--- src/sv/tps_pkg.sv ---
// ----------------------------------------------------------------------------
// tps_pkg
// Shared constants and types for the tachometer PI speed controller.
// ----------------------------------------------------------------------------
package tps_pkg;

    // Event codes
    localparam logic [1:0] OP_CAPTURE = 2'd0;
    localparam logic [1:0] OP_TIMEOUT = 2'd1;
    localparam logic [1:0] OP_TICK    = 2'd2;

    // Configuration register indexes
    localparam int CFG_IDX_W = 3;
    localparam logic [CFG_IDX_W-1:0] CFG_MIN_PERIOD    = 3'd0;
    localparam logic [CFG_IDX_W-1:0] CFG_MAX_PERIOD    = 3'd1;
    localparam logic [CFG_IDX_W-1:0] CFG_TARGET_PERIOD = 3'd2;
    localparam logic [CFG_IDX_W-1:0] CFG_LOCK_WINDOW   = 3'd3;
    localparam logic [CFG_IDX_W-1:0] CFG_LOCK_TICKS    = 3'd4;
    localparam logic [CFG_IDX_W-1:0] CFG_TIMEOUT_SPAN  = 3'd5;
    localparam int CFG_DATA_W = 16;

    // Reset values of the configuration registers
    localparam logic [15:0] RST_MIN_PERIOD    = 16'd1000;
    localparam logic [14:0] RST_MAX_PERIOD    = 15'd10000;
    localparam logic [14:0] RST_TARGET_PERIOD = 15'd8000;
    localparam logic [14:0] RST_LOCK_WINDOW   = 15'd40;
    localparam logic [11:0] RST_LOCK_TICKS    = 12'd2000;
    localparam logic [15:0] RST_TIMEOUT_SPAN  = 16'd32768;

    // Integral scaling: divisor must be a power of two (1..256)
    localparam int INTEGRAL_DIVISOR = 32;
    localparam int DIV_SH  = $clog2(INTEGRAL_DIVISOR);
    localparam int INT_LIM = INTEGRAL_DIVISOR * 256;
    localparam int INT_W   = $clog2(INT_LIM) + 2;
    localparam int SUM_W   = ((INT_W > 16) ? INT_W : 16) + 1;

    localparam logic [7:0] DUTY_FULL = 8'd255;

    typedef logic signed [INT_W-1:0] t_integral;
    typedef logic signed [SUM_W-1:0] t_sum;

endpackage

--- src/sv/tps_evt_if.sv ---
// ----------------------------------------------------------------------------
// tps_evt_if
// Event channel: valid/ready handshake with one controller event per beat.
// ----------------------------------------------------------------------------
interface tps_evt_if;
    logic        valid;
    logic        ready;
    logic [1:0]  operation;
    logic [15:0] timestamp;
    logic        enable_request;

    modport source (output valid, operation, timestamp, enable_request, input ready);
    modport sink   (input valid, operation, timestamp, enable_request, output ready);
endinterface

--- src/sv/tps_res_if.sv ---
// ----------------------------------------------------------------------------
// tps_res_if
// Result channel: valid/ready handshake with one controller status per beat.
// ----------------------------------------------------------------------------
interface tps_res_if;
    logic        valid;
    logic        ready;
    logic [7:0]  duty;
    logic        speed_ok;
    logic        lock_out;
    logic [15:0] timeout_at;

    modport source (output valid, duty, speed_ok, lock_out, timeout_at, input ready);
    modport sink   (input valid, duty, speed_ok, lock_out, timeout_at, output ready);
endinterface

--- src/sv/tacho_pi_speed_controller.sv ---
// ----------------------------------------------------------------------------
// tacho_pi_speed_controller: PI motor speed control from tachometer periods.
// Takes one event per cycle unless a stalled result beat holds the result register.
// The input register feeds one pass of update logic into the result register.
// Synchronous active-low reset clears state, config returns to defaults.
// ----------------------------------------------------------------------------
module tacho_pi_speed_controller (
    input  logic                        i_clk,
    input  logic                        i_rst_n,
    tps_evt_if.sink                     i_evt,
    tps_res_if.source                   o_res,
    input  logic                        i_cfg_we,
    input  logic [tps_pkg::CFG_IDX_W-1:0]  i_cfg_idx,
    input  logic [tps_pkg::CFG_DATA_W-1:0] i_cfg_data
);
    import tps_pkg::*;

    // Configuration registers
    logic [15:0] r_min_period;
    logic [14:0] r_max_period;
    logic [14:0] r_target_period;
    logic [14:0] r_lock_window;
    logic [11:0] r_lock_ticks;
    logic [15:0] r_timeout_span;

    // Controller state
    logic [15:0] r_last_capture, n_last_capture;
    logic        r_timed_out,    n_timed_out;
    logic        r_speed_ok,     n_speed_ok;
    logic        r_running,      n_running;
    t_integral   r_integral,     n_integral;
    logic [11:0] r_correct_cnt,  n_correct_cnt;
    logic        r_locked,       n_locked;
    logic [15:0] r_compare,      n_compare;
    logic [7:0]  r_duty,         n_duty;

    // Input register
    logic        r_s1_valid;
    logic [1:0]  r_s1_op;
    logic [15:0] r_s1_ts;
    logic        r_s1_en;

    // Result register
    logic        r_s2_valid;
    logic [7:0]  r_s2_duty;
    logic        r_s2_speed_ok;
    logic        r_s2_lock;
    logic [15:0] r_s2_timeout_at;

    logic s1_move;
    logic s1_load;

    // Datapath intermediates
    logic [15:0]        period;
    logic [14:0]        period_clamp;
    logic signed [15:0] err;
    logic signed [15:0] lw_s;
    t_sum               isum;
    t_integral          iclamp;
    t_integral          quot;
    t_sum               dsum;
    logic [7:0]         duty_calc;
    logic [12:0]        cnt_inc;

    assign s1_move     = r_s1_valid && (!r_s2_valid || o_res.ready);
    assign s1_load     = i_evt.valid && i_evt.ready;
    assign i_evt.ready = !r_s1_valid || s1_move;

    // Capture arithmetic
    always_comb begin
        period       = r_s1_ts - r_last_capture;
        period_clamp = (period > {1'b0, r_max_period}) ? r_max_period : period[14:0];
        err          = $signed({1'b0, period_clamp}) - $signed({1'b0, r_target_period});
        lw_s         = $signed({1'b0, r_lock_window});
        isum         = t_sum'(r_integral) + t_sum'(err);
        if (isum > t_sum'(INT_LIM)) begin
            iclamp = t_integral'(INT_LIM);
        end else if (isum < -t_sum'(INT_LIM)) begin
            iclamp = -t_integral'(INT_LIM);
        end else begin
            iclamp = isum[INT_W-1:0];
        end
        // Truncate toward zero: bias negatives before the shift
        quot = (iclamp + (iclamp[INT_W-1] ? t_integral'(INTEGRAL_DIVISOR - 1)
                                          : t_integral'(0))) >>> DIV_SH;
        dsum = t_sum'(err) + t_sum'(quot);
        if (dsum[SUM_W-1]) begin
            duty_calc = 8'd0;
        end else if (dsum > t_sum'(DUTY_FULL)) begin
            duty_calc = DUTY_FULL;
        end else begin
            duty_calc = dsum[7:0];
        end
        cnt_inc = {1'b0, r_correct_cnt} + 13'd1;
    end

    // Next state for the event in the input register
    always_comb begin
        n_last_capture = r_last_capture;
        n_timed_out    = r_timed_out;
        n_speed_ok     = r_speed_ok;
        n_running      = r_running;
        n_integral     = r_integral;
        n_correct_cnt  = r_correct_cnt;
        n_locked       = r_locked;
        n_compare      = r_compare;
        n_duty         = r_duty;
        case (r_s1_op)
            OP_CAPTURE: begin
                if (period >= r_min_period) begin
                    n_last_capture = r_s1_ts;
                    n_speed_ok     = 1'b0;
                    n_compare      = r_s1_ts + r_timeout_span;
                    if (r_timed_out) begin
                        n_timed_out = 1'b0;
                    end else begin
                        n_speed_ok = (err < lw_s) && (err > -lw_s);
                        n_integral = iclamp;
                        if (r_running) begin
                            n_duty = duty_calc;
                        end
                    end
                end
            end
            OP_TIMEOUT: begin
                if (r_running) begin
                    n_duty = DUTY_FULL;
                end
                n_timed_out = 1'b1;
                n_compare   = {~r_compare[15], r_compare[14:0]};
            end
            OP_TICK: begin
                if (r_speed_ok) begin
                    if (cnt_inc > {1'b0, r_lock_ticks}) begin
                        n_correct_cnt = r_lock_ticks;
                        n_locked      = 1'b1;
                    end else begin
                        n_correct_cnt = cnt_inc[11:0];
                    end
                end else begin
                    n_correct_cnt = 12'd0;
                    n_locked      = 1'b0;
                end
                if (r_s1_en) begin
                    n_running = 1'b1;
                end else begin
                    n_running     = 1'b0;
                    n_duty        = 8'd0;
                    n_correct_cnt = 12'd0;
                end
            end
            default: begin
            end
        endcase
    end

    // Configuration writes
    always_ff @(posedge i_clk) begin
        if (!i_rst_n) begin
            r_min_period    <= RST_MIN_PERIOD;
            r_max_period    <= RST_MAX_PERIOD;
            r_target_period <= RST_TARGET_PERIOD;
            r_lock_window   <= RST_LOCK_WINDOW;
            r_lock_ticks    <= RST_LOCK_TICKS;
            r_timeout_span  <= RST_TIMEOUT_SPAN;
        end else if (i_cfg_we) begin
            case (i_cfg_idx)
                CFG_MIN_PERIOD:    r_min_period    <= i_cfg_data;
                CFG_MAX_PERIOD:    r_max_period    <= i_cfg_data[14:0];
                CFG_TARGET_PERIOD: r_target_period <= i_cfg_data[14:0];
                CFG_LOCK_WINDOW:   r_lock_window   <= i_cfg_data[14:0];
                CFG_LOCK_TICKS:    r_lock_ticks    <= i_cfg_data[11:0];
                CFG_TIMEOUT_SPAN:  r_timeout_span  <= i_cfg_data;
                default: begin
                end
            endcase
        end
    end

    // Commit state as the event leaves the input register
    always_ff @(posedge i_clk) begin
        if (!i_rst_n) begin
            r_last_capture <= '0;
            r_timed_out    <= 1'b0;
            r_speed_ok     <= 1'b0;
            r_running      <= 1'b0;
            r_integral     <= '0;
            r_correct_cnt  <= '0;
            r_locked       <= 1'b0;
            r_compare      <= '0;
            r_duty         <= '0;
        end else if (s1_move) begin
            r_last_capture <= n_last_capture;
            r_timed_out    <= n_timed_out;
            r_speed_ok     <= n_speed_ok;
            r_running      <= n_running;
            r_integral     <= n_integral;
            r_correct_cnt  <= n_correct_cnt;
            r_locked       <= n_locked;
            r_compare      <= n_compare;
            r_duty         <= n_duty;
        end
    end

    // Input register: take a beat whenever the slot frees up
    always_ff @(posedge i_clk) begin
        if (!i_rst_n) begin
            r_s1_valid <= 1'b0;
        end else if (s1_load) begin
            r_s1_valid <= 1'b1;
        end else if (s1_move) begin
            r_s1_valid <= 1'b0;
        end
    end

    always_ff @(posedge i_clk) begin
        if (s1_load) begin
            r_s1_op <= i_evt.operation;
            r_s1_ts <= i_evt.timestamp;
            r_s1_en <= i_evt.enable_request;
        end
    end

    // Result register: hold until taken
    always_ff @(posedge i_clk) begin
        if (!i_rst_n) begin
            r_s2_valid <= 1'b0;
        end else if (s1_move) begin
            r_s2_valid <= 1'b1;
        end else if (o_res.ready) begin
            r_s2_valid <= 1'b0;
        end
    end

    always_ff @(posedge i_clk) begin
        if (s1_move) begin
            r_s2_duty       <= n_duty;
            r_s2_speed_ok   <= n_speed_ok;
            r_s2_lock       <= n_running && n_locked;
            r_s2_timeout_at <= n_compare;
        end
    end

    assign o_res.valid      = r_s2_valid;
    assign o_res.duty       = r_s2_duty;
    assign o_res.speed_ok   = r_s2_speed_ok;
    assign o_res.lock_out   = r_s2_lock;
    assign o_res.timeout_at = r_s2_timeout_at;

endmodule

--- src/flat_wrapper.sv ---
// flat-port wrapper written by rule: the top's interface ports become plain ports
module tacho_pi_speed_controller_flat import tps_pkg::*;
  (i_clk, i_rst_n, i_cfg_we, i_cfg_idx, i_cfg_data, i_evt_valid, i_evt_operation, i_evt_timestamp, i_evt_enable_request, i_evt_ready, o_res_valid, o_res_duty, o_res_speed_ok, o_res_lock_out, o_res_timeout_at, o_res_ready);
  tps_evt_if i_evt_i ();
  tps_res_if o_res_i ();
  input  logic i_clk;
  input  logic i_rst_n;
  input  logic i_cfg_we;
  input  logic [tps_pkg::CFG_IDX_W-1:0] i_cfg_idx;
  input  logic [tps_pkg::CFG_DATA_W-1:0] i_cfg_data;
  input wire logic [$bits(i_evt_i.valid)-1:0] i_evt_valid;
  input wire logic [$bits(i_evt_i.operation)-1:0] i_evt_operation;
  input wire logic [$bits(i_evt_i.timestamp)-1:0] i_evt_timestamp;
  input wire logic [$bits(i_evt_i.enable_request)-1:0] i_evt_enable_request;
  output wire logic [$bits(i_evt_i.ready)-1:0] i_evt_ready;
  output wire logic [$bits(o_res_i.valid)-1:0] o_res_valid;
  output wire logic [$bits(o_res_i.duty)-1:0] o_res_duty;
  output wire logic [$bits(o_res_i.speed_ok)-1:0] o_res_speed_ok;
  output wire logic [$bits(o_res_i.lock_out)-1:0] o_res_lock_out;
  output wire logic [$bits(o_res_i.timeout_at)-1:0] o_res_timeout_at;
  input wire logic [$bits(o_res_i.ready)-1:0] o_res_ready;
  assign i_evt_i.valid = i_evt_valid;
  assign i_evt_i.operation = i_evt_operation;
  assign i_evt_i.timestamp = i_evt_timestamp;
  assign i_evt_i.enable_request = i_evt_enable_request;
  assign i_evt_ready = i_evt_i.ready;
  assign o_res_valid = o_res_i.valid;
  assign o_res_duty = o_res_i.duty;
  assign o_res_speed_ok = o_res_i.speed_ok;
  assign o_res_lock_out = o_res_i.lock_out;
  assign o_res_timeout_at = o_res_i.timeout_at;
  assign o_res_i.ready = o_res_ready;
  tacho_pi_speed_controller u_core (.i_clk(i_clk), .i_rst_n(i_rst_n), .i_evt(i_evt_i), .o_res(o_res_i), .i_cfg_we(i_cfg_we), .i_cfg_idx(i_cfg_idx), .i_cfg_data(i_cfg_data));
endmodule
--- config.mk ---
export PLATFORM = sky130hd
export DESIGN_NAME = tacho_pi_speed_controller_flat
export DESIGN_NICKNAME = d
export VERILOG_FILES = /design/src/sv/tps_pkg.sv /design/src/sv/tps_evt_if.sv /design/src/sv/tps_res_if.sv /design/src/sv/tacho_pi_speed_controller.sv /design/src/flat_wrapper.sv
export SDC_FILE = /design/constraint.sdc
export NUM_CORES = 1
export LEC_CHECK = 0
export ABC_AREA = 1
export BUFFER_PORTS_ARGS = -buffer_cell sky130_fd_sc_hd__buf_2
export CORE_MARGIN = 2
export CORE_UTILIZATION = 50
export DETAILED_ROUTE_END_ITERATION = 16
export PLACE_DENSITY = 0.67
export SLEW_MARGIN = 20
export SYNTH_ARGS = -nofsm -noshare
export SYNTH_HDL_FRONTEND = slang
export SYNTH_SLANG_ARGS = --single-unit
--- constraint.sdc ---
create_clock -name i_clk -period 11.4 [get_ports i_clk]
set_clock_uncertainty 0.15 [all_clocks]
set_input_delay 1.71 -clock i_clk [delete_from_list [all_inputs] [get_ports i_clk]]
set_output_delay 1.71 -clock i_clk [all_outputs]
set_load 0.005 [all_outputs]
==> run summary, run 1 <==
• **peak clock frequency supported by timing** 95.0 MHz
• **number of instances in the placed design** 2,430
• **net total in the final layout** 2,293
• **Total Wirelength** 40,500 um
• **Hold Slack** 0.300 ns
• **starting density of the core** 50.5%
• **TritonCTS clock tree** yes
• **top-area cell type share of the netlist area** 22.5%
• **DRC viols** 0
• **Synth cell types** 52
• **Area Overhead vs Synth** 13.9%
• **largest fanout of any net on the critical path** 11
• **total standard cell area after synthesis** 14,400 um2
• **critical path endpoint category** flop
• **mean area per synthesized cell** 7.16 um2
• **post-route clock period utilization** 92.4%
• **clock sink total** 207
• **die outline width** 174 um
• **Reg area** 4590 um2
• **number of enable-type register cells in the synthesized netlist** 45
• **count of filler cells inserted in the layout** 2,766
• **post-synthesis simple-gate area fraction** 22.4%
• **die footprint** 30,200 um2
• **clock edge transition at the registers on the reported setup and hold paths** 0.06 ns
• **setup total negative slack** 0 ns
• **count of buffer and inverter cells on the critical path** 10
• **Synthesis Warnings** 0
• **total number of placement rows** 62
• **Data required, critical path** 11.54 ns
• **startpoint-to-endpoint class of the critical path** reg2reg
• **portion of netlist area occupied by mux cells** 0%
• **XOR/XNOR share of the synthesized area** 3.95%
• **Post-Place Worst Slack** -0.176 ns
• **Cells after Synth** 2,013
• **Overall Global Routing Usage** 26.4%
• **Tot Pwr** 3.21 mW
• **vias in the first global route** 12,966
• **router iterations before antenna repair** 5
• **hold bufs inserted after CTS** 0
• **sequential element share of the synthesized area** 31.9%
• **proportion of register bits with asynchronous set or reset after synthesis** 0%
• **vertical die dimension** 174 um
• **Final setup viols** 0
• **routed length per placed instance** 16.2 um
• **highest-delay cell along the critical path** sky130_fd_sc_hd__edfxtp_1
• **sum of net half-perimeters after detailed placement** 30,500 um
• **multi-input logic area** 8820 um2
• **most instantiated flip-flop cell in the synthesis netlist** sky130_fd_sc_hd__dfxtp_1
• **filler-free cell count of the finished design** 2,492
• **most instantiated cells after synthesis** sky130_fd_sc_hd__nand2_1 (407), sky130_fd_sc_hd__inv_1 (282), sky130_fd_sc_hd__a21oi_1 (207)
• **peak supply drop** 133 uV
• **slowest stage delay, CP** 0.45 ns
• **top-count cell post-synth** sky130_fd_sc_hd__nand2_1
• **antenna violations before repair** 1
• **vias after detailed routing** 13,591
• **Ant. Diodes** 0
• **max-capacitance violation count** 0
• **worst min path class** reg2reg
• **final max-slew violation count** 0
• **leading area contributor after synthesis** sky130_fd_sc_hd__dfxtp_1
• **PnR worst setup slack** 0.869 ns
• **result of the run** finished, final reports clean
• **Post-Layout Inst Area** 16,400 um2
• **wire length of the first global-routing pass** 65,000 um
• **largest family of logic cells by synthesized area** simple AND/OR/NAND/NOR gates
• **net count of the mapped netlist** 2,217
• **WP data arrival** 10.67 ns
• **crit start category** flop
• **ranking of synthesized cells by area** sky130_fd_sc_hd__dfxtp_1 (22%), sky130_fd_sc_hd__ha_1 (14%), sky130_fd_sc_hd__nand2_1 (11%)
• **H-tree levels** 1
• **DR vias/cell** 5.45
• **Buffers on Ports** 70
• **overflow left after global routing** 0
• **number of placed I/O pins** 71
• **post-route minimum period** 10.53 ns
• **fraction of layout cells with a size suffix above 1** 10.8%
• **RePlAce Congestion** 0.925
• **pin count of the biggest net entering global routing** 90
• **post-route core utilization** 57.5%
• **CTS Buffer Depth** 3
• **drt initial violations** 1,022
• **final-report hold violation count** 0
• **synthesized flop and latch total** 207
• **complex-gate fraction of the synthesized area** 18.5%
• **Crit path max-delay family** simple AND/OR/NAND/NOR gates
• **cell area after placement** 15,100 um2
• **antenna-violating nets left** 0
• **power density of the placed cells** 196 nW/um2
• **most used cell along the critical path** sky130_fd_sc_hd__nand2_1
• **reported leakage power** 7.64 nW
• **clock latency of the later-clocked register in the worst-skew pair** 0.55 ns
• **worst max-slew margin expressed relative to the limit** 24.6%
• **clock buffer count from CTS** 25
• **clk root buf** sky130_fd_sc_hd__clkbuf_16
• **Placeable Area** 28,500 um2
• **Adder-Cell Fraction of Synth Area** 14.2%
• **Worst Max-Slew Pin Slew** 1.13 ns
[report_power, final]
group	leakage (nW)	internal, mW	switching [mW]
clock network	0.417	0.502	0.326
registers	1.75	0.785	0.0188
logic	5.47	0.554	1.03
total	7.64	1.84	1.37
[flip-flops by register name, summed over array words and instances (netlist names), 16 cells and up]
name and count:
u_core.o_res.timeout_at 16, u_core.r_compare 16, u_core.r_last_capture 16, u_core.r_min_period 16
u_core.r_s1_ts 16, u_core.r_timeout_span 16
[routing by layer]
layer	track usage, %	share of wire (%)	vias up
li1	-	-	6881
met2	44.7	46	375
met3	2.65	5.5	69
met1	35.5	45	6264
met5	0	0.030	-
met4	7.95	2.9	2
[area by class of cell]
| class | instances | area share [%] |
|---|---|---|
| Tap cell | 384 | 2.93 |
| Inverter | 292 | 6.72 |
| Sequential cell | 207 | 28.0 |
| Clock buffer | 30 | 3.99 |
| Timing Repair Buffer | 98 | 3.43 |
| Clock inverter | 16 | 1.20 |
| Multi-Input combinational cell | 1465 | 53.8 |
[timing repair]
| action | in CTS | in global routing |
|---|---|---|
| buffers inserted | 0 | 16 |
| gates resized for setup | 5 | 62 |
| pin swaps | 0 | 12 |
| endpoints found under the hold margin | 0 | 0 |
| setup endpoints to repair | 16 | 16 |
[cells by family (layout without fill, tap and decap cells)]
| kind of cell | Yosys count | after routing |
|---|---|---|
| compound gates | 483 | 483 |
| xor+xnor | 65 | 65 |
| simple gates | 756 | 756 |
| flops | 207 | 207 |
| buf+inv | 341 | 436 |
| fa+ha+maj | 161 | 161 |
[worst register-to-register path: cells and delay by family, from the launching register on]
kind / cells / cell delay [ns]
and+or+nand+nor: 42 / 3.88
DFF: 1 / 0.45
buffers and inverters: 10 / 0.73
AOI/OAI and AO/OA: 17 / 2.32
adders and majority gates: 8 / 2.35
xor gates and xnor gates: 2 / 0.40
[layout by cell type (no fill, tap or decap), types with 10 or more instances in the layout]
master,count
sky130_fd_sc_hd__nand2_1,403
sky130_fd_sc_hd__inv_1,279
sky130_fd_sc_hd__a21oi_1,202
sky130_fd_sc_hd__o21ai_0,172
sky130_fd_sc_hd__nor2_1,167
sky130_fd_sc_hd__dfxtp_1,162
sky130_fd_sc_hd__ha_1,147
sky130_fd_sc_hd__nand3_1,79
sky130_fd_sc_hd__buf_2,69
sky130_fd_sc_hd__xor2_1,46
sky130_fd_sc_hd__edfxtp_1,45
sky130_fd_sc_hd__o211ai_1,44
sky130_fd_sc_hd__nand4_1,29
sky130_fd_sc_hd__buf_4,29
sky130_fd_sc_hd__clkbuf_16,25
sky130_fd_sc_hd__nor3_1,17
sky130_fd_sc_hd__nand2_2,13
sky130_fd_sc_hd__xnor2_1,12
sky130_fd_sc_hd__nor2_2,10
[worst paths after layout]
check | from | slack, ns | depth (start not counted) | endpoint
hold / removal | u_core.r_compare[0]$_SDFFE_PN0P_ | 0.30 | 2 | u_core.r_compare[0]$_SDFFE_PN0P_
setup reg to reg | u_core.r_s1_ts[2]$_DFFE_PP_ | 0.87 | 79 | u_core.o_res.duty[6]$_DFFE_PP_
hold reg to reg | u_core.r_compare[0]$_SDFFE_PN0P_ | 0.30 | 2 | u_core.r_compare[0]$_SDFFE_PN0P_
setup / recovery | u_core.r_s1_ts[2]$_DFFE_PP_ | 0.87 | 79 | u_core.o_res.duty[6]$_DFFE_PP_
Power figures use the tool's default switching activity.
==> run 2: changes to the inputs <==
HOLD_SLACK_MARGIN = 0.15   (was not set)
MAX_ROUTING_LAYER = met4   (was not set)
clock period = 12.26 ns   (was 11.4 ns; I/O delays follow)
==> run 2 against run 1 <==
  * Worst setup slack improved by 0.084 ns
  * Critical path depth down 2
  * Non-clock buffer count fell by 15
  * Flip-flop and latch count unchanged
  * Sequential share of layout area grew 0.62 points
  * Sequential power shrank 7.1%
==> run summary, run 2 (synthesized netlist as in run 1, its figures left out) <==
• **result of the run** finished, final reports clean
• **Worst Max-Slew Pin Slew** 1.08 ns
• **highest-delay cell along the critical path** sky130_fd_sc_hd__edfxtp_1
• **clk root buf** sky130_fd_sc_hd__clkbuf_16
• **Total Wirelength** 40,700 um
• **starting density of the core** 50.5%
• **switching power summed over all nets** 1.26 mW
• **RePlAce Congestion** 0.967
• **reg2reg setup slack** 0.95 ns
• **slowest stage delay, CP** 0.41 ns
• **part of the total power dissipated in sequential elements** 25.5%
• **number of instances in the placed design** 2,429
• **CTS Buffer Depth** 3
• **Ant. Diodes** 0
• **portion of total power attributed to the clock network** 26.4%
• **startpoint-to-endpoint class of the critical path** reg2reg
• **clock sink total** 207
• **count of filler cells inserted in the layout** 2,801
• **reported leakage power** 7.53 nW
• **die outline width** 174 um
• **relative contribution of combinational cells to total power** 48.2%
• **final-report hold violation count** 0
• **Int Power** 1.68 mW
• **vertical die dimension** 174 um
• **number of placed I/O pins** 71
• **top library cells by usage in the layout, fill and taps aside** sky130_fd_sc_hd__nand2_1 (407), sky130_fd_sc_hd__inv_1 (280), sky130_fd_sc_hd__a21oi_1 (204)
• **power density of the placed cells** 183 nW/um2
• **Reg area** 4590 um2
• **die footprint** 30,200 um2
• **sum of net half-perimeters after detailed placement** 31,000 um
• **post-route clock period utilization** 92.2%
• **DRC viols** 0
• **Overall Global Routing Usage** 27.3%
• **DR vias/cell** 5.39
• **Placeable Area** 28,500 um2
• **Final setup viols** 0
• **wire length of the first global-routing pass** 64,500 um
• **peak supply drop** 113 uV
• **antenna violations before repair** 0
• **antenna-violating nets left** 0
• **worst reg-to-reg path cell count** 77
• **critical path capture point** u_core.o_res.duty[4]$_DFFE_PP_
• **overflow left after global routing** 0
• **clock edge transition at the registers on the reported setup and hold paths** 0.06 ns
• **post-route minimum period** 11.31 ns
• **crit start category** flop
• **routed length per placed instance** 16.4 um
• **max-capacitance violation count** 0
• **critical path endpoint category** flop
• **clock buffer count from CTS** 25
• **router iterations before antenna repair** 5
• **worst reg2reg endpoint** u_core.o_res.duty[4]$_DFFE_PP_
• **final max-slew violation count** 0
• **Buffers on Ports** 70
• **worst max-slew margin expressed relative to the limit** 27.6%
• **RR Startpoint** u_core.r_s1_ts[2]$_DFFE_PP_
• **fraction of layout cells with a size suffix above 1** 8.50%
• **worst min path class** reg2reg
• **cell area after placement** 15,100 um2
• **Post-Layout Inst Area** 16,100 um2
• **TritonCTS clock tree** yes
• **clock latency of the later-clocked register in the worst-skew pair** 0.54 ns
• **pin count of the biggest net entering global routing** 96
• **vias in the first global route** 12,678
• **Net Sw Frac** 42.9%
• **H-tree levels** 1
• **worst setup path start** u_core.r_s1_ts[2]$_DFFE_PP_
• **WP data arrival** 11.45 ns
• **net total in the final layout** 2,280
• **drt initial violations** 949
• **vias after detailed routing** 13,370
• **Data required, critical path** 12.40 ns
• **total number of placement rows** 62
• **Area Overhead vs Synth** 11.4%
• **peak clock frequency supported by timing** 88.4 MHz
• **largest fanout of any net on the critical path** 16
• **setup total negative slack** 0 ns
• **commonest non-fill, non-tap cell in the layout** sky130_fd_sc_hd__nand2_1
• **multi-input logic area** 8580 um2
• **startpoint of the tightest hold check path** u_core.r_compare[5]$_SDFFE_PN0P_
• **filler-free cell count of the finished design** 2,479
• **most used cell along the critical path** sky130_fd_sc_hd__nand2_1
==> run 2: cell types whose count changed in the layout (fill, tap and decap cells not counted), sizes merged <==
cell      change
clkinv        -6
clkbuf        +6
buf          -15
clkinvlp      +2
nand2         +1
inv           -1
==> run 2: area by class of cell <==
cell class              instances  area share, %
clock buffers                  36           4.21
clock inverters                10           1.07
repair inverters                1         0.0312
inverters                     292           6.86
multi-input cells            1466           53.4
repair buffers                 83           2.80
flip-flops and latches        207           28.6
well taps                     384           2.99
==> run 2: worst min path at each step <==
stage	end	slack, ns	cells past startpoint
final	u_core.r_compare[5]$_SDFFE_PN0P_	0.30	2
after global routing	u_core.r_last_capture[4]$_SDFFE_PN0P_	0.32	2
after CTS	u_core.r_compare[5]$_SDFFE_PN0P_	0.30	2
after detailed placement	u_core.r_compare[5]$_SDFFE_PN0P_	0.29	2
after global placement	u_core.r_compare[10]$_SDFFE_PN0P_	0.29	2
after floorplan	u_core.r_compare[0]$_SDFFE_PN0P_	0.27	2
==> run 2: critical path: cells and delay by family (launching register included) <==
kind / cells / cell delay [ns]
simple gates: 43 / 4.04
compound gates: 18 / 3.08
xor+xnor: 2 / 0.39
buf+inv: 7 / 0.66
flops: 1 / 0.41
fa+ha+maj: 7 / 2.29
==> run 2: power by group through the flow <==
stage               Combinational [mW]  Clock (mW)  Sequential (mW)
floorplan                         1.01           0            0.757
global placement                  1.36           0            0.761
detailed placement                1.37           0            0.761
CTS                               1.38       0.789            0.747
global route                      1.59       0.813            0.750
finish                            1.41       0.774            0.747
==> run 2: stage by stage <==
step / worst slack (ns) / power (mW) / hold WS (ns) / util (%)
6_report: 0.953 / 2.94 / 0.299 / 56.3
3_3_place_gp: 0.814 / 2.12 / 0.285 / 53.0
5_1_grt: -0.0678 / 3.15 / 0.320 / 56.3
4_1_cts: 0.445 / 2.92 / 0.301 / 56.0
3_5_place_dp: 0.485 / 2.14 / 0.293 / 53.0
2_1_floorplan: 2.27 / 1.77 / 0.275 / -
==> run 2: layer usage <==
metal	vias up	share of wire, %	global-route usage [%]
li1	6865	-	-
met1	6071	46	34.8
met2	341	45	44.0
met3	93	5.0	3.46
met4	0	4.3	10.9
met5	-	0	-
==> run 2: what timing repair did <==
action | 4_1_cts | 5_1_grt
resized for setup | 0 | 13
hold endpoints to repair | 0 | 0
setup buffers | 0 | 2
hold buffers | 0 | 0
endpoints found under the setup margin | 0 | 16
==> run 3: changes to the inputs <==
CTS_CLUSTER_SIZE = 20   (was not set)
PLACE_DENSITY = 0.77   (was 0.67)
RECOVER_POWER = 100   (was not set)
==> run 3 against run 2 <==
  * The run now ends with capacitance limit, slew limit left
  * Register-to-register slack gained 0.05 ns
  * Count of clock-buffer cells in the layout is 4 lower
  * Total power shrank 1.2%
  * Die area did not move
  * Critical path type unchanged
==> run summary, run 3 (synthesized netlist as in run 1, its figures left out) <==
• **result of the run** finished, violations left
• **violations in the final reports** capacitance limit, slew limit
• **fraction of met3 tracks used by global routing** 2.72%
• **worst reg2reg endpoint** u_core.o_res.duty[6]$_DFFE_PP_
• **die footprint** 30,200 um2
• **PnR worst setup slack** 1.00 ns
• **Ant. Diodes** 0
• **reg2reg setup slack** 1.00 ns
• **clock buffer count from CTS** 24
• **clk root buf** sky130_fd_sc_hd__clkbuf_16
• **power density of the placed cells** 181 nW/um2
• **Tot Pwr** 2.90 mW
• **worst setup path start** u_core.r_s1_ts[2]$_DFFE_PP_
• **vias in the first global route** 13,069
• **fraction of layout cells with a size suffix above 1** 7.64%
• **worst reg-to-reg path cell count** 76
• **worst max-slew margin expressed relative to the limit** -217%
• **net total in the final layout** 2,280
• **Buffers on Ports** 70
• **die outline width** 174 um
• **slowest stage delay, CP** 0.42 ns
• **clock edge transition at the registers on the reported setup and hold paths** 0.06 ns
• **top library cells by usage in the layout, fill and taps aside** sky130_fd_sc_hd__nand2_1 (408), sky130_fd_sc_hd__inv_1 (281), sky130_fd_sc_hd__a21oi_1 (205)
• **met2 track demand over resource in global routing** 42.4%
• **Final setup viols** 0
• **startpoint-to-endpoint class of the critical path** reg2reg
• **clock latency of the later-clocked register in the worst-skew pair** 0.53 ns
• **total stage count of the critical path** 76
• **antenna-violating nets left** 0
• **Worst Max-Slew Pin Slew** 4.76 ns
• **post-route core utilization** 56.1%
• **highest-delay cell along the critical path** sky130_fd_sc_hd__edfxtp_1
• **count of buffer and inverter cells on the critical path** 8
• **vias after detailed routing** 13,681
• **peak supply drop** 181 uV
• **commonest non-fill, non-tap cell in the layout** sky130_fd_sc_hd__nand2_1
• **max-capacitance violation count** 2
• **Total Wirelength** 39,500 um
• **number of placed I/O pins** 71
• **final max-slew violation count** 159
• **vertical die dimension** 174 um
• **wire length of the first global-routing pass** 64,300 um
• **worst min path class** reg2reg
• **met1 Resource Use GR** 34.7%
• **router iterations before antenna repair** 6
• **Placeable Area** 28,500 um2
• **RR Startpoint** u_core.r_s1_ts[2]$_DFFE_PP_
• **TritonCTS clock tree** yes
• **overflow left after global routing** 0
• **antenna violations before repair** 0
• **total number of placement rows** 62
• **sum of net half-perimeters after detailed placement** 29,900 um
• **post-route clock period utilization** 91.8%
• **Area Overhead vs Synth** 11.2%
• **DR vias/cell** 5.52
• **crit start category** flop
• **reported leakage power** 7.45 nW
• **pin count of the biggest net entering global routing** 120
• **Crit path max-delay family** simple AND/OR/NAND/NOR gates
• **Post-Place Worst Slack** 0.417 ns
• **clock sink total** 207
• **Data required, critical path** 12.39 ns
• **peak clock frequency supported by timing** 88.8 MHz
• **Overall Global Routing Usage** 26.6%
• **CTS Buffer Depth** 3
• **largest fanout of any net on the critical path** 11
• **H-tree levels** 1
• **critical path endpoint category** flop
• **WP data arrival** 11.39 ns
• **drt initial violations** 1,074
• **routed length per placed instance** 15.9 um
• **post-route minimum period** 11.26 ns
• **most heavily used metal layer in global routing** met2
• **critical path capture point** u_core.o_res.duty[6]$_DFFE_PP_
• **DRC viols** 0
• **RePlAce Congestion** 0.962
• **starting density of the core** 50.5%
• **most used cell along the critical path** sky130_fd_sc_hd__nand2_1
• **final-report hold violation count** 0
• **setup total negative slack** 0 ns
## run 3: how the worst min path moves through the flow
stage | end | start | depth (start not counted)
floorplan | u_core.r_compare[0]$_SDFFE_PN0P_ | u_core.r_compare[0]$_SDFFE_PN0P_ | 2
global placement | u_core.r_compare[10]$_SDFFE_PN0P_ | u_core.r_compare[10]$_SDFFE_PN0P_ | 2
detailed placement | u_core.r_compare[5]$_SDFFE_PN0P_ | u_core.r_compare[5]$_SDFFE_PN0P_ | 2
CTS | u_core.r_compare[5]$_SDFFE_PN0P_ | u_core.r_compare[5]$_SDFFE_PN0P_ | 2
global route | u_core.r_compare[5]$_SDFFE_PN0P_ | u_core.r_compare[5]$_SDFFE_PN0P_ | 2
finish | u_core.r_compare[0]$_SDFFE_PN0P_ | u_core.r_compare[0]$_SDFFE_PN0P_ | 2
## run 3: area by class of cell
class,instances,area [um2]
Clock buffer,32,672
Tap cell,384,480
Inverter,292,1100
Fill cell,2773,12500
Timing Repair Buffer,86,435
Sequential cell,207,4590
Clock inverter,12,143
Multi-Input combinational cell,1465,8600
## run 3: metrics by stage
step           hold slack (ns)  std cells  cell area [um2]
2_1_floorplan            0.275       2013            14400
3_3_place_gp             0.282       2430            15100
3_5_place_dp             0.287       2430            15100
4_1_cts                  0.296       2474            16000
5_1_grt                  0.323       2478            16000
6_report                 0.298       2478            16000
## run 3: worst reg2reg max path, delay by kind of cell, from the launching register on
kind / cells / cell delay, ns
DFF: 1 / 0.42
adders and majority gates: 8 / 2.33
xor gates and xnor gates: 3 / 0.68
buffers and inverters: 8 / 0.88
and+or+nand+nor: 39 / 3.74
AOI/OAI and AO/OA: 18 / 2.82
## run 3: where the power goes
part           leakage (nW)  internal, mW  switching [mW]
clock                 0.398         0.449           0.296
sequential             1.75         0.730          0.0174
combinational          5.30         0.480           0.929
total                  7.45          1.66            1.24
## run 3: what timing repair did
item                                    in CTS  in global routing
hold buffers                                 0                  0
buffers inserted                             0                  4
hold endpoints to repair                     0                  0
gates resized for setup                      0                 22
endpoints found under the setup margin       0                 16
## run 3: metal layers
metal,vias to the layer above,share of wire [%]
met5,-,0
met2,409,45
met4,0,4.3
met3,107,5.1
li1,6866,-
met1,6299,45
